### src/hw/rtl/assert_macros.svh
// Assertion helpers for RTL that checks itself.
`ifndef ASSERT_MACROS_SVH
`define ASSERT_MACROS_SVH

// Same-cycle implication, disabled while reset is asserted.
`define ASSERT_IMPL(label, clk, rst_n, ante, cons) \
    label: assert property (@(posedge clk) disable iff (!(rst_n)) (ante) |-> (cons)) \
        else $error("implication check failed");

// Next-cycle implication, disabled while reset is asserted.
`define ASSERT_NEXT(label, clk, rst_n, ante, cons) \
    label: assert property (@(posedge clk) disable iff (!(rst_n)) (ante) |=> (cons)) \
        else $error("next-cycle check failed");

`endif

### src/hw/rtl/gfa_pkg.sv
package gfa_pkg;

    // Data widths
    localparam int WORD_W = 32;
    localparam int PROD_W = 2 * WORD_W - 1;
    localparam int CNT_W  = $clog2(WORD_W);
    localparam int NUM_FIELDS = 3;

    typedef logic [WORD_W-1:0] t_word;
    typedef logic [PROD_W-1:0] t_prod;
    typedef logic [WORD_W:0]   t_poly;
    typedef logic [1:0]        t_sel;
    typedef logic [2:0]        t_op;
    typedef logic [1:0]        t_msel;
    typedef logic [2:0]        t_asel;
    typedef logic [CNT_W-1:0]  t_cnt;

    // Operation codes
    localparam t_op OP_ADD = 3'd0;
    localparam t_op OP_SUB = 3'd1;
    localparam t_op OP_MUL = 3'd2;
    localparam t_op OP_DIV = 3'd3;
    localparam t_op OP_INV = 3'd4;
    localparam t_op OP_NEG = 3'd5;

    // Field selector codes
    localparam t_sel SEL_GF8  = 2'd0;
    localparam t_sel SEL_GF16 = 2'd1;
    localparam t_sel SEL_GF32 = 2'd2;

    // Field polynomials, bit i is the coefficient of x^i
    localparam t_poly POLY_GF8  = 33'h0_0000_011D;
    localparam t_poly POLY_GF16 = 33'h0_0001_03DD;
    localparam t_poly POLY_GF32 = 33'h1_0040_0007;

    // Multiplier operand selection
    localparam t_msel MUL_AB = 2'd0;
    localparam t_msel MUL_SQ = 2'd1;
    localparam t_msel MUL_AX = 2'd2;
    localparam t_msel MUL_BX = 2'd3;

    // Accumulator load selection
    localparam t_asel ACC_HOLD = 3'd0;
    localparam t_asel ACC_MUL  = 3'd1;
    localparam t_asel ACC_XOR  = 3'd2;
    localparam t_asel ACC_A    = 3'd3;
    localparam t_asel ACC_ZERO = 3'd4;
    localparam t_asel ACC_ONE  = 3'd5;

    // Controller to datapath
    typedef struct packed {
        logic  capture;
        t_asel acc_sel;
        t_msel mul_sel;
        logic  err_load;
        logic  err_val;
        logic  out_load;
    } t_cmd;

    // Datapath to controller
    typedef struct packed {
        t_op  op;
        logic a_zero;
        logic b_zero;
        t_cnt m_minus1;
        t_sel sel;
    } t_stat;

    // Reduction table: x^k mod p for every product bit k, one row per field
    typedef t_word [PROD_W-1:0]    t_red_row;
    typedef t_red_row [NUM_FIELDS-1:0] t_red_tab;

    // Treat the unused selector code as the widest field
    function automatic t_sel sat_sel(t_sel s);
        return (s == SEL_GF8 || s == SEL_GF16) ? s : SEL_GF32;
    endfunction

    function automatic t_word field_mask(t_sel s);
        t_word m;
        unique case (sat_sel(s))
            SEL_GF8:  m = t_word'(8'hFF);
            SEL_GF16: m = t_word'(16'hFFFF);
            default:  m = '1;
        endcase
        return m;
    endfunction

    function automatic t_cnt field_m1(t_sel s);
        t_cnt c;
        unique case (sat_sel(s))
            SEL_GF8:  c = t_cnt'(7);
            SEL_GF16: c = t_cnt'(15);
            default:  c = t_cnt'(WORD_W - 1);
        endcase
        return c;
    endfunction

    function automatic int field_bits(int s);
        return (s == 0) ? 8 : ((s == 1) ? 16 : WORD_W);
    endfunction

    function automatic t_poly field_poly(int s);
        return (s == 0) ? POLY_GF8 : ((s == 1) ? POLY_GF16 : POLY_GF32);
    endfunction

    // Build the fold table by repeated multiplication by x
    function automatic t_red_tab build_red_tab();
        t_red_tab tab;
        t_poly    v;
        int       m;
        tab = '0;
        for (int s = 0; s < NUM_FIELDS; s++) begin
            m = field_bits(s);
            v = t_poly'(1);
            for (int k = 0; k < PROD_W; k++) begin
                tab[s][k] = v[WORD_W-1:0];
                v = v << 1;
                if (v[m]) begin
                    v = v ^ field_poly(s);
                end
            end
        end
        return tab;
    endfunction

    localparam t_red_tab RED_TAB = build_red_tab();

endpackage

### src/hw/rtl/binary_field_arithmetic_unit.sv
// Add, subtract, negate and multiply pass through the operand registers, the accumulator and
// the output register. Inverse and divide run a square-and-multiply ladder over the m field bits
// (m = 8, 16 or 32), one squaring or one multiplication per cycle in the single shared field multiplier.
// Throughput: one item in flight; the next item is taken once the result is in the output
// register, which holds it until the consumer takes it. Reset (synchronous, active low)
// empties the output and selects GF(2^8).
`include "assert_macros.svh"

module binary_field_arithmetic_unit (
    input  logic        i_clk,
    input  logic        i_rst_n,
    input  logic        i_cfg_we,
    input  logic [1:0]  i_cfg_data,
    input  logic        i_valid,
    output logic        o_stall,
    input  logic [2:0]  i_req_type,
    input  logic [31:0] i_operand_a,
    input  logic [31:0] i_operand_b,
    output logic        o_valid,
    input  logic        i_stall,
    output logic [31:0] o_result_value,
    output logic        o_error_flag
);

    gfa_pkg::t_cmd  cmd;
    gfa_pkg::t_stat stat;

    gfa_ctrl u_ctrl (
        .i_clk   (i_clk),
        .i_rst_n (i_rst_n),
        .i_valid (i_valid),
        .o_stall (o_stall),
        .o_valid (o_valid),
        .i_stall (i_stall),
        .i_stat  (stat),
        .o_cmd   (cmd)
    );

    gfa_datapath u_datapath (
        .i_clk          (i_clk),
        .i_rst_n        (i_rst_n),
        .i_cfg_we       (i_cfg_we),
        .i_cfg_data     (i_cfg_data),
        .i_req_type     (i_req_type),
        .i_operand_a    (i_operand_a),
        .i_operand_b    (i_operand_b),
        .i_cmd          (cmd),
        .o_stat         (stat),
        .o_result_value (o_result_value),
        .o_error_flag   (o_error_flag)
    );

    // Checks
    `ASSERT_IMPL(a_err_zero, i_clk, i_rst_n, o_valid && o_error_flag, o_result_value == '0)
    `ASSERT_NEXT(a_busy_after_take, i_clk, i_rst_n, i_valid && !o_stall, o_stall)
    `ASSERT_IMPL(a_gf8_width, i_clk, i_rst_n,
                 o_valid && (stat.sel == gfa_pkg::SEL_GF8), o_result_value[31:8] == '0)
    `ASSERT_IMPL(a_load_free, i_clk, i_rst_n, cmd.out_load, !o_valid || !i_stall)

endmodule

### src/hw/rtl/gfa_datapath.sv
module gfa_datapath (
    input  logic                i_clk,
    input  logic                i_rst_n,
    input  logic                i_cfg_we,
    input  gfa_pkg::t_sel       i_cfg_data,
    input  gfa_pkg::t_op        i_req_type,
    input  gfa_pkg::t_word      i_operand_a,
    input  gfa_pkg::t_word      i_operand_b,
    input  gfa_pkg::t_cmd       i_cmd,
    output gfa_pkg::t_stat      o_stat,
    output gfa_pkg::t_word      o_result_value,
    output logic                o_error_flag
);

    gfa_pkg::t_sel  r_field_sel;
    gfa_pkg::t_op   r_op;
    gfa_pkg::t_word r_a;
    gfa_pkg::t_word r_b;
    gfa_pkg::t_word r_acc;
    logic           r_err;
    gfa_pkg::t_word r_res;
    logic           r_res_err;

    gfa_pkg::t_word n_acc;
    gfa_pkg::t_word mask;
    gfa_pkg::t_sel  sel_sat;
    logic [gfa_pkg::CNT_W:0] m_bits;
    gfa_pkg::t_word mul_a;
    gfa_pkg::t_word mul_b;
    gfa_pkg::t_prod prod;
    gfa_pkg::t_word mul_res;

    assign sel_sat = gfa_pkg::sat_sel(r_field_sel);
    assign mask    = gfa_pkg::field_mask(r_field_sel);
    assign m_bits  = {1'b0, gfa_pkg::field_m1(r_field_sel)} + 1'b1;

    // Hold the field selector
    always_ff @(posedge i_clk) begin
        if (!i_rst_n) begin
            r_field_sel <= gfa_pkg::SEL_GF8;
        end else if (i_cfg_we) begin
            r_field_sel <= i_cfg_data;
        end
    end

    // Select multiplier operands
    always_comb begin
        unique case (i_cmd.mul_sel)
            gfa_pkg::MUL_AB: begin mul_a = r_a;   mul_b = r_b;   end
            gfa_pkg::MUL_SQ: begin mul_a = r_acc; mul_b = r_acc; end
            gfa_pkg::MUL_AX: begin mul_a = r_acc; mul_b = r_a;   end
            default:         begin mul_a = r_acc; mul_b = r_b;   end
        endcase
    end

    // Carry-less product: XOR of shifted partial products
    always_comb begin
        prod = '0;
        for (int i = 0; i < gfa_pkg::WORD_W; i++) begin
            if (mul_b[i]) begin
                prod = prod ^ (gfa_pkg::t_prod'(mul_a) << i);
            end
        end
    end

    // Fold every bit at or above the field width back in through the table
    always_comb begin
        mul_res = prod[gfa_pkg::WORD_W-1:0] & mask;
        for (int k = 0; k < gfa_pkg::PROD_W; k++) begin
            if (((gfa_pkg::CNT_W+1)'(k) >= m_bits) && prod[k]) begin
                mul_res = mul_res ^ gfa_pkg::RED_TAB[sel_sat][k];
            end
        end
    end

    // Pick the next accumulator value
    always_comb begin
        unique case (i_cmd.acc_sel)
            gfa_pkg::ACC_MUL:  n_acc = mul_res;
            gfa_pkg::ACC_XOR:  n_acc = r_a ^ r_b;
            gfa_pkg::ACC_A:    n_acc = r_a;
            gfa_pkg::ACC_ZERO: n_acc = '0;
            gfa_pkg::ACC_ONE:  n_acc = gfa_pkg::t_word'(1);
            default:           n_acc = r_acc;
        endcase
    end

    // Capture masked operands, update accumulator, load output
    always_ff @(posedge i_clk) begin
        if (i_cmd.capture) begin
            r_op <= i_req_type;
            r_a  <= i_operand_a & mask;
            r_b  <= i_operand_b & mask;
        end
        r_acc <= n_acc;
        if (i_cmd.err_load) begin
            r_err <= i_cmd.err_val;
        end
        if (i_cmd.out_load) begin
            r_res     <= r_acc;
            r_res_err <= r_err;
        end
    end

    assign o_stat.op       = r_op;
    assign o_stat.a_zero   = (r_a == '0);
    assign o_stat.b_zero   = (r_b == '0);
    assign o_stat.m_minus1 = gfa_pkg::field_m1(r_field_sel);
    assign o_stat.sel      = r_field_sel;

    assign o_result_value = r_res;
    assign o_error_flag   = r_res_err;

endmodule

### src/hw/rtl/gfa_ctrl.sv
module gfa_ctrl (
    input  logic            i_clk,
    input  logic            i_rst_n,
    input  logic            i_valid,
    output logic            o_stall,
    output logic            o_valid,
    input  logic            i_stall,
    input  gfa_pkg::t_stat  i_stat,
    output gfa_pkg::t_cmd   o_cmd
);

    localparam logic [2:0] S_IDLE = 3'd0;
    localparam logic [2:0] S_EXEC = 3'd1;
    localparam logic [2:0] S_SQR  = 3'd2;
    localparam logic [2:0] S_MUL  = 3'd3;
    localparam logic [2:0] S_DIVM = 3'd4;
    localparam logic [2:0] S_DONE = 3'd5;

    logic [2:0]    r_state;
    logic [2:0]    n_state;
    gfa_pkg::t_cnt r_cnt;
    gfa_pkg::t_cnt n_cnt;
    logic          r_out_valid;
    logic          n_out_valid;
    gfa_pkg::t_cmd cmd;
    logic          in_take;
    logic          out_take;

    assign o_stall  = (r_state != S_IDLE);
    assign in_take  = i_valid && !o_stall;
    assign out_take = r_out_valid && !i_stall;

    // Sequence one item through the datapath and its shared multiplier
    always_comb begin
        n_state = r_state;
        n_cnt   = r_cnt;
        cmd     = '0;
        cmd.acc_sel = gfa_pkg::ACC_HOLD;
        cmd.mul_sel = gfa_pkg::MUL_AB;
        unique case (r_state)
            S_IDLE: begin
                if (in_take) begin
                    cmd.capture = 1'b1;
                    n_state     = S_EXEC;
                end
            end
            S_EXEC: begin
                cmd.err_load = 1'b1;
                n_state      = S_DONE;
                unique case (i_stat.op)
                    gfa_pkg::OP_ADD, gfa_pkg::OP_SUB: cmd.acc_sel = gfa_pkg::ACC_XOR;
                    gfa_pkg::OP_MUL: cmd.acc_sel = gfa_pkg::ACC_MUL;
                    gfa_pkg::OP_NEG: cmd.acc_sel = gfa_pkg::ACC_A;
                    gfa_pkg::OP_INV, gfa_pkg::OP_DIV: begin
                        if ((i_stat.op == gfa_pkg::OP_INV) ? i_stat.a_zero
                                                           : i_stat.b_zero) begin
                            cmd.acc_sel = gfa_pkg::ACC_ZERO;
                            cmd.err_val = 1'b1;
                        end else begin
                            // start the power ladder from one
                            cmd.acc_sel = gfa_pkg::ACC_ONE;
                            n_cnt       = i_stat.m_minus1;
                            n_state     = S_SQR;
                        end
                    end
                    default: cmd.acc_sel = gfa_pkg::ACC_ZERO;
                endcase
            end
            S_SQR: begin
                cmd.mul_sel = gfa_pkg::MUL_SQ;
                cmd.acc_sel = gfa_pkg::ACC_MUL;
                if (r_cnt == '0) begin
                    n_state = (i_stat.op == gfa_pkg::OP_DIV) ? S_DIVM : S_DONE;
                end else begin
                    n_state = S_MUL;
                end
            end
            S_MUL: begin
                // every exponent bit but the lowest is set
                cmd.mul_sel = (i_stat.op == gfa_pkg::OP_DIV) ? gfa_pkg::MUL_BX
                                                             : gfa_pkg::MUL_AX;
                cmd.acc_sel = gfa_pkg::ACC_MUL;
                n_cnt       = r_cnt - 1'b1;
                n_state     = S_SQR;
            end
            S_DIVM: begin
                cmd.mul_sel = gfa_pkg::MUL_AX;
                cmd.acc_sel = gfa_pkg::ACC_MUL;
                n_state     = S_DONE;
            end
            S_DONE: begin
                if (!r_out_valid || !i_stall) begin
                    cmd.out_load = 1'b1;
                    n_state      = S_IDLE;
                end
            end
            default: n_state = S_IDLE;
        endcase
    end

    // Track the output register
    always_comb begin
        priority if (cmd.out_load) begin
            n_out_valid = 1'b1;
        end else if (out_take) begin
            n_out_valid = 1'b0;
        end else begin
            n_out_valid = r_out_valid;
        end
    end

    always_ff @(posedge i_clk) begin
        if (!i_rst_n) begin
            r_state     <= S_IDLE;
            r_cnt       <= '0;
            r_out_valid <= 1'b0;
        end else begin
            r_state     <= n_state;
            r_cnt       <= n_cnt;
            r_out_valid <= n_out_valid;
        end
    end

    assign o_cmd   = cmd;
    assign o_valid = r_out_valid;

endmodule
### config.mk
export PLATFORM = sky130hd
export DESIGN_NAME = binary_field_arithmetic_unit
export DESIGN_NICKNAME = d
export VERILOG_FILES = /design/src/hw/rtl/gfa_pkg.sv /design/src/hw/rtl/binary_field_arithmetic_unit.sv /design/src/hw/rtl/gfa_datapath.sv /design/src/hw/rtl/gfa_ctrl.sv
export VERILOG_INCLUDE_DIRS = /design/src /design/src/hw/rtl
export SDC_FILE = /design/constraint.sdc
export NUM_CORES = 2
export LEC_CHECK = 0
export BUFFER_PORTS_ARGS = -buffer_cell sky130_fd_sc_hd__buf_2
export CELL_PAD_IN_SITES_DETAIL_PLACEMENT = 1
export CELL_PAD_IN_SITES_GLOBAL_PLACEMENT = 1
export CORE_MARGIN = 2
export CORE_UTILIZATION = 40
export CTS_CLUSTER_SIZE = 10
export DETAILED_ROUTE_END_ITERATION = 10
export PLACE_DENSITY = 0.78
export SYNTH_ARGS = -nofsm -noshare
export SYNTH_HDL_FRONTEND = slang
export SYNTH_SLANG_ARGS = --single-unit
export TNS_END_PERCENT = 50
### constraint.sdc
create_clock -name i_clk -period 7.9 [get_ports i_clk]
set_clock_uncertainty 0.05 [all_clocks]
set_input_delay 1.58 -clock i_clk [delete_from_list [all_inputs] [get_ports i_clk]]
set_output_delay 1.58 -clock i_clk [all_outputs]
set_load 0.01 [all_outputs]
Word level (Yosys, flattened, before mapping):

Cells that the tools add are included.

* output and inout bits: 35
* input port bits: 74
* logic and storage cells: 414
* register bits after elaboration: 144

* muxes and demuxes: 128
* bitwise operators: 98
* reductions and logical operators: 88
* magnitude comparators: 64
* add/sub/neg operators: 2
* equality and inequality tests: 23

Operators with widths (count)
* 2016-bit binary-select mux with 2-bit select: 1
* 32-bit two-way mux: 65
* 32-bit XOR: 64
* 2016-bit two-way mux: 1
* 63-bit two-way mux: 31
* 6-bit >= comparator, first input constant: 31
* 32-bit case mux with 5 select lines: 1
* 32-bit case mux with 2 select lines: 2
* 32-bit bitwise AND: 3
* 5-bit by 6-bit >= comparator with 1-bit output, first input constant: 16
* 1-bit logical AND: 65
* 32-bit logical NOT: 2
* 63-bit by 34-bit XOR with 63-bit output: 1
* 63-bit by 35-bit XOR with 63-bit output: 1
* 63-bit by 36-bit XOR with 63-bit output: 1
* 63-bit by 37-bit XOR with 63-bit output: 1
* 63-bit by 38-bit XOR with 63-bit output: 1
* 63-bit by 39-bit XOR with 63-bit output: 1
* 63-bit by 40-bit XOR with 63-bit output: 1
* 63-bit by 41-bit XOR with 63-bit output: 1
* 63-bit by 42-bit XOR with 63-bit output: 1
* 63-bit by 43-bit XOR with 63-bit output: 1
* 63-bit by 44-bit XOR with 63-bit output: 1
* 63-bit by 45-bit XOR with 63-bit output: 1
* other kinds (54): 109

Longest topological paths before layout:

* depth in word-level cells: 196
* gate-level depth with buffers: 27
* mapped depth without buffers: 20

Modules after synthesis:

Synthesis repeated with hierarchy kept, for this count alone.

* cells, all modules: 3260
* area, all modules: 30041.3 um^2

Modules (own cells, without submodules)
* gfa_datapath: seq. area each 4033.9 um^2, area each 29338.1 um^2, cells an instance 3171, times used 1
* gfa_ctrl: seq. area each 180.2 um^2, area each 703.2 um^2, cells an instance 89, times used 1

Worst setup path after synthesis:

Ideal clock, no wire load.

* path type: reg-to-reg
* start point: register u_ctrl.r_state[2]
* end point: register u_datapath.r_acc[8] (data pin)
* path buffers: 6
* library setup time: 274 ps
* path slack: 2710 ps
* clock period less this slack: 5190 ps
* cell stages (with the launch flop): 24
* data arrival time: 4866 ps
* required time: 7576 ps
* path through: dfxtp_1 -> clkbuf_1 -> nor3_1 -> a21oi_1 -> ha_1 -> buf_4 -> buf_6 -> buf_6 -> a221oi_2 -> buf_4 -> buf_2 -> nor3_1 -> xor2_1 -> xnor2_1 -> xnor2_1 -> xnor3_2 -> xor2_1 -> xnor2_1 -> xnor3_1 -> xnor2_1 -> nand3_1 -> o21ai_1 -> xnor2_1 -> o22ai_1

* cells in the longest elaborated chain, start to end: 195
* elaborated cells on any way between the ends: 271
* classes of those cells: eq/ne: 11; mux: 100; bitwise: 95; reduce/logical: 65

Ends and longest elaborated chain
* from (decl): RTL line gfa_ctrl.sv:19 `logic [2:0] r_state;`
* from (signal assigned): RTL line gfa_ctrl.sv:118 `r_state <= n_state;`
* 3-bit equality test / 3-bit by 2-bit equality test with 1-bit output (equally long branches): RTL line gfa_ctrl.sv:40 `unique case (r_state)`
* 2-bit case mux with 3 select lines: RTL line gfa_ctrl.sv:40
* 2-bit equality test, or another cell as far along: RTL line gfa_datapath.sv:48 `unique case (i_cmd.mul_sel)`
* 32-bit case mux with 2 select lines / 32-bit two-way mux (equally long branches): RTL line gfa_datapath.sv:48
* 32-bit two-way mux: RTL line gfa_datapath.sv:60 `if (mul_b[i]) begin`
* 32-bit by 33-bit XOR with 33-bit output: RTL line gfa_datapath.sv:61 `prod = prod ^ (gfa_pkg::t_prod'(mul_a) << i);`
* 63-bit two-way mux: RTL line gfa_datapath.sv:60
* 63-bit by 34-bit XOR with 63-bit output: RTL line gfa_datapath.sv:61
* [180 not listed]
* 32-bit XOR: RTL line gfa_datapath.sv:71 `mul_res = mul_res ^ gfa_pkg::RED_TAB[sel_sat][k];`
* 32-bit two-way mux: RTL line gfa_datapath.sv:70 `if (((gfa_pkg::CNT_W+1)'(k) >= m_bits) && prod[k]) begin`
* 32-bit XOR: RTL line gfa_datapath.sv:71
* 32-bit two-way mux: RTL line gfa_datapath.sv:70
* 32-bit XOR: RTL line gfa_datapath.sv:71
* 32-bit two-way mux: RTL line gfa_datapath.sv:70
* 32-bit case mux with 5 select lines (*): RTL line gfa_datapath.sv:78 `unique case (i_cmd.acc_sel)`
* named net u_datapath.n_acc[8]: RTL line gfa_datapath.sv:24 `gfa_pkg::t_word n_acc;`
* to (signal assigned): RTL line gfa_datapath.sv:95 `r_acc <= n_acc;`
* to (decl): RTL line gfa_datapath.sv:19 `gfa_pkg::t_word r_acc;`

Mark *: on every way through the listed nets, which the timed path passes. The rest lies on a longest branch.
A chain may end at the register's enable or synchronous reset.

Worst setup path after layout:

* start point: register u_ctrl.r_state[0]
* end point: register u_datapath.r_acc[1] (data pin)

Same word-level chain as after synthesis.

==> impl_metrics.ini <==
[run_status]
status = complete, no violations

[placed_design]
hpwl_um = 97900
routabilityCongestion = 1.04
placed_area_sq_um = 30700
portBuffers = 108
dp.cells = 4346

[sta]
setup_viol = 0
hold_ws_ns = 0.441
period_needed_ns = 7.70
fin_crit_sh_pct = 97.5
slew_headroom_pct = 4.54
fmax_mhz = 130
hold_violations = 0
slew_viol_final = 0
rsz0062_at_grt = no
worst_slew_pin_slew_ns = 1.43
tns_ns = 0

[clocking]
cts_tree = done
cts_hold_buf = 0
cts_resized = 0
clk_latency_ns = 0.43
cts-root-buf = clkbuf_16
cts_buffers = 17
cts_max_path_buffers = 2
htreeDepth = 4
postCtsSetupBuffers = 0
clk_pin_slew_ns = 0.07
cts_sinks = 144

[grt]
grt_pass1_wl_um = 206000
first_global_vias = 29000
antenna_found_initial = 6
grt_start_max_net_pins = 68
grt_usage_pct = 38.1
grt_overflow = 0

[drt]
wl_met2_um = 61000
vias = 29500
vias_per_cell = 6.74
drtPass1Iterations = 6
dr_wl_met3_um = 21300
dr.max_layer_used = met5
avgRoutedWirePerCell_um = 33.0
drc_errors = 0
wl_met1_um = 50900
drt-total-wl_um = 145000
drt_iter0_drc = 5063
drtAntennaViolNets = 0

[synthesis]
synth-main-ff-cell = edfxtp_1
yosysSeqAreaShare_pct = 14.9
yosysTopAreaCellShare_pct = 27.7
syn_area_sq_um = 28300
syn_nets = 3521
synthTopCellsByArea = xnor2_1 (28%), nor3_1 (16%), edfxtp_1 (14%), xor2_1 (9.6%), xnor3_1 (6.1%)
yosysTopAreaCell = xnor2_1
yosysUniqueCellTypes = 66
syn_avg_cell_area_sq_um = 8.22
synth-async-reset-ratio_pct = 0
synth_cells = 3443
synth_edf_count = 133
ys_ff_latch = 144
yosysWarnings = 0

[final_layout]
layoutNonFillerInstCount = 4383
drive_gt1_share_pct = 15.4
final_common_cell = nor3_1
ff_latch_area_sq_um = 4220
fillers = 8320
layout_common_cells = nor3_1 (920), xnor2_1 (893), xor2_1 (311)
nNetsFinal = 3503
multi_input_area_sq_um = 22900
fin_area_sq_um = 31300
syn_to_final_growth_pct = 10.7

[setup_path]
endpoint = u_datapath.r_acc[1]
path_class = register to register
cp.depth = 20
critPathMaxFanout = 32
r2r_cells = 20
critPathMaxStageDelay_ns = 1.07
path_cells = inv_1 -> nor3_1 -> a21oi_1 -> ha_4 -> buf_4 -> nor2b_2 -> buf_4 -> nor3_1 -> xnor2_1 -> xnor2_1 -> xnor3_1 -> xnor3_1 -> xor2_1 -> xor2_1 -> xor2_1 -> a22oi_1 -> o21ai_1 -> xnor2_1 -> xnor2_1 -> o22ai_1
r2r_end = u_datapath.r_acc[1]
critPathLaunchType = register
cp-end-kind = register
r2r_slack_ns = 0.20
required_ns = 8.00
r2r-start = u_ctrl.r_state[0]
cp_data_arrival_time_ns = 7.80
cp_top_family = XOR/XNOR gates
crit_top_cell = xnor2_1
critPathBufInv = 3
slowest_stage = xnor3_1
cp-startpoint = u_ctrl.r_state[0]

[floorplan]
fp.dieH_um = 270
core_sq_um = 70000
num_io_pins = 109
dieWidth_um = 270
initial_utilization_pct = 40.4
fp.dieArea_sq_um = 72900
rows = 97

[flow_run]
cap_violations = 0

[worst_hold_path]
holdCritPathClass = register to register
==> metal layers <==
metal,track usage (%),up-vias
li1,-,11700
met1,46.3,14300
met2,56.9,2706
met3,13.3,851
met4,24.8,6
met5,0,-
==> synthesized netlist by cell type, types with 7 or more instances <==
library cell / count
a21oi_1: 35
a221oi_2: 22
a221oi_4: 7
a22oi_1: 13
and2_1: 35
and2b_1: 11
buf_1: 31
buf_2: 185
buf_4: 35
buf_6: 18
clkbuf_1: 89
dfxtp_1: 11
edfxtp_1: 133
inv_1: 9
mux2i_1: 40
mux2i_2: 13
nand2_1: 93
nand3_1: 12
nor2_1: 154
nor2b_1: 41
nor3_1: 920
nor3_2: 12
nor4_1: 16
o21ai_0: 41
o21ai_1: 12
o22ai_1: 36
or2_2: 15
xnor2_1: 895
xnor2_2: 19
xnor3_1: 77
xnor3_2: 14
xor2_1: 311
==> layout make-up <==
type	instances	area share (%)
Antenna cell	5	0.0400
Clock buffer	19	1.41
Clock inverter	13	0.596
Inverter	11	0.132
Multi-Input combinational cell	2925	73.2
Sequential cell	144	13.5
Tap cell	940	3.76
Timing Repair Buffer	326	7.35
==> flip-flops by register name, summed over array words and instances (netlist names) <==
register                   flops
u_ctrl.o_valid                 1
u_ctrl.r_cnt                   5
u_datapath.r_a                32
u_datapath.o_error_flag        1
u_ctrl.r_state                 3
u_datapath.o_result_value     32
u_datapath.r_b                32
u_datapath.r_err               1
u_datapath.r_acc              32
u_datapath.r_op                3
u_datapath.r_field_sel         2
==> metrics by stage <==
step                      worst slack [ns]  util [%]
final                                0.200      44.7
after global routing                0.0919      44.7
after CTS                            0.503      44.7
after detailed placement             0.536      43.8
after global placement               0.705      43.8
after floorplan                       2.71         -
==> cell families (layout without fill, tap and decap cells) <==
group                    Yosys count  after routing  share of synthesized area [%]
adder cells (fa/ha/maj)            4              4                          0.177
AND/OR/NAND/NOR                 1336           1336                           23.5
multiplexers                      56             56                           2.17
AO/OA/AOI/OAI                    199            199                           5.49
other                              0              5                              0
XOR/XNOR                        1330           1330                           46.9
buffers and inverters            374            369                           6.90
flip-flops                       144            144                           14.9
==> how the worst min path moves through the flow <==
stage / startpoint / to / cells past startpoint
after floorplan: u_datapath.r_err / u_datapath.o_error_flag / 0
after global placement: u_datapath.r_err / u_datapath.o_error_flag / 0
after detailed placement: u_datapath.r_err / u_datapath.o_error_flag / 0
after CTS: u_datapath.r_err / u_datapath.o_error_flag / 0
after global routing: u_datapath.r_err / u_datapath.o_error_flag / 0
final: u_datapath.r_err / u_datapath.o_error_flag / 0
Power is not shown: default switching activity piles up to over one toggle a cycle in this logic, so the estimate is an artifact.
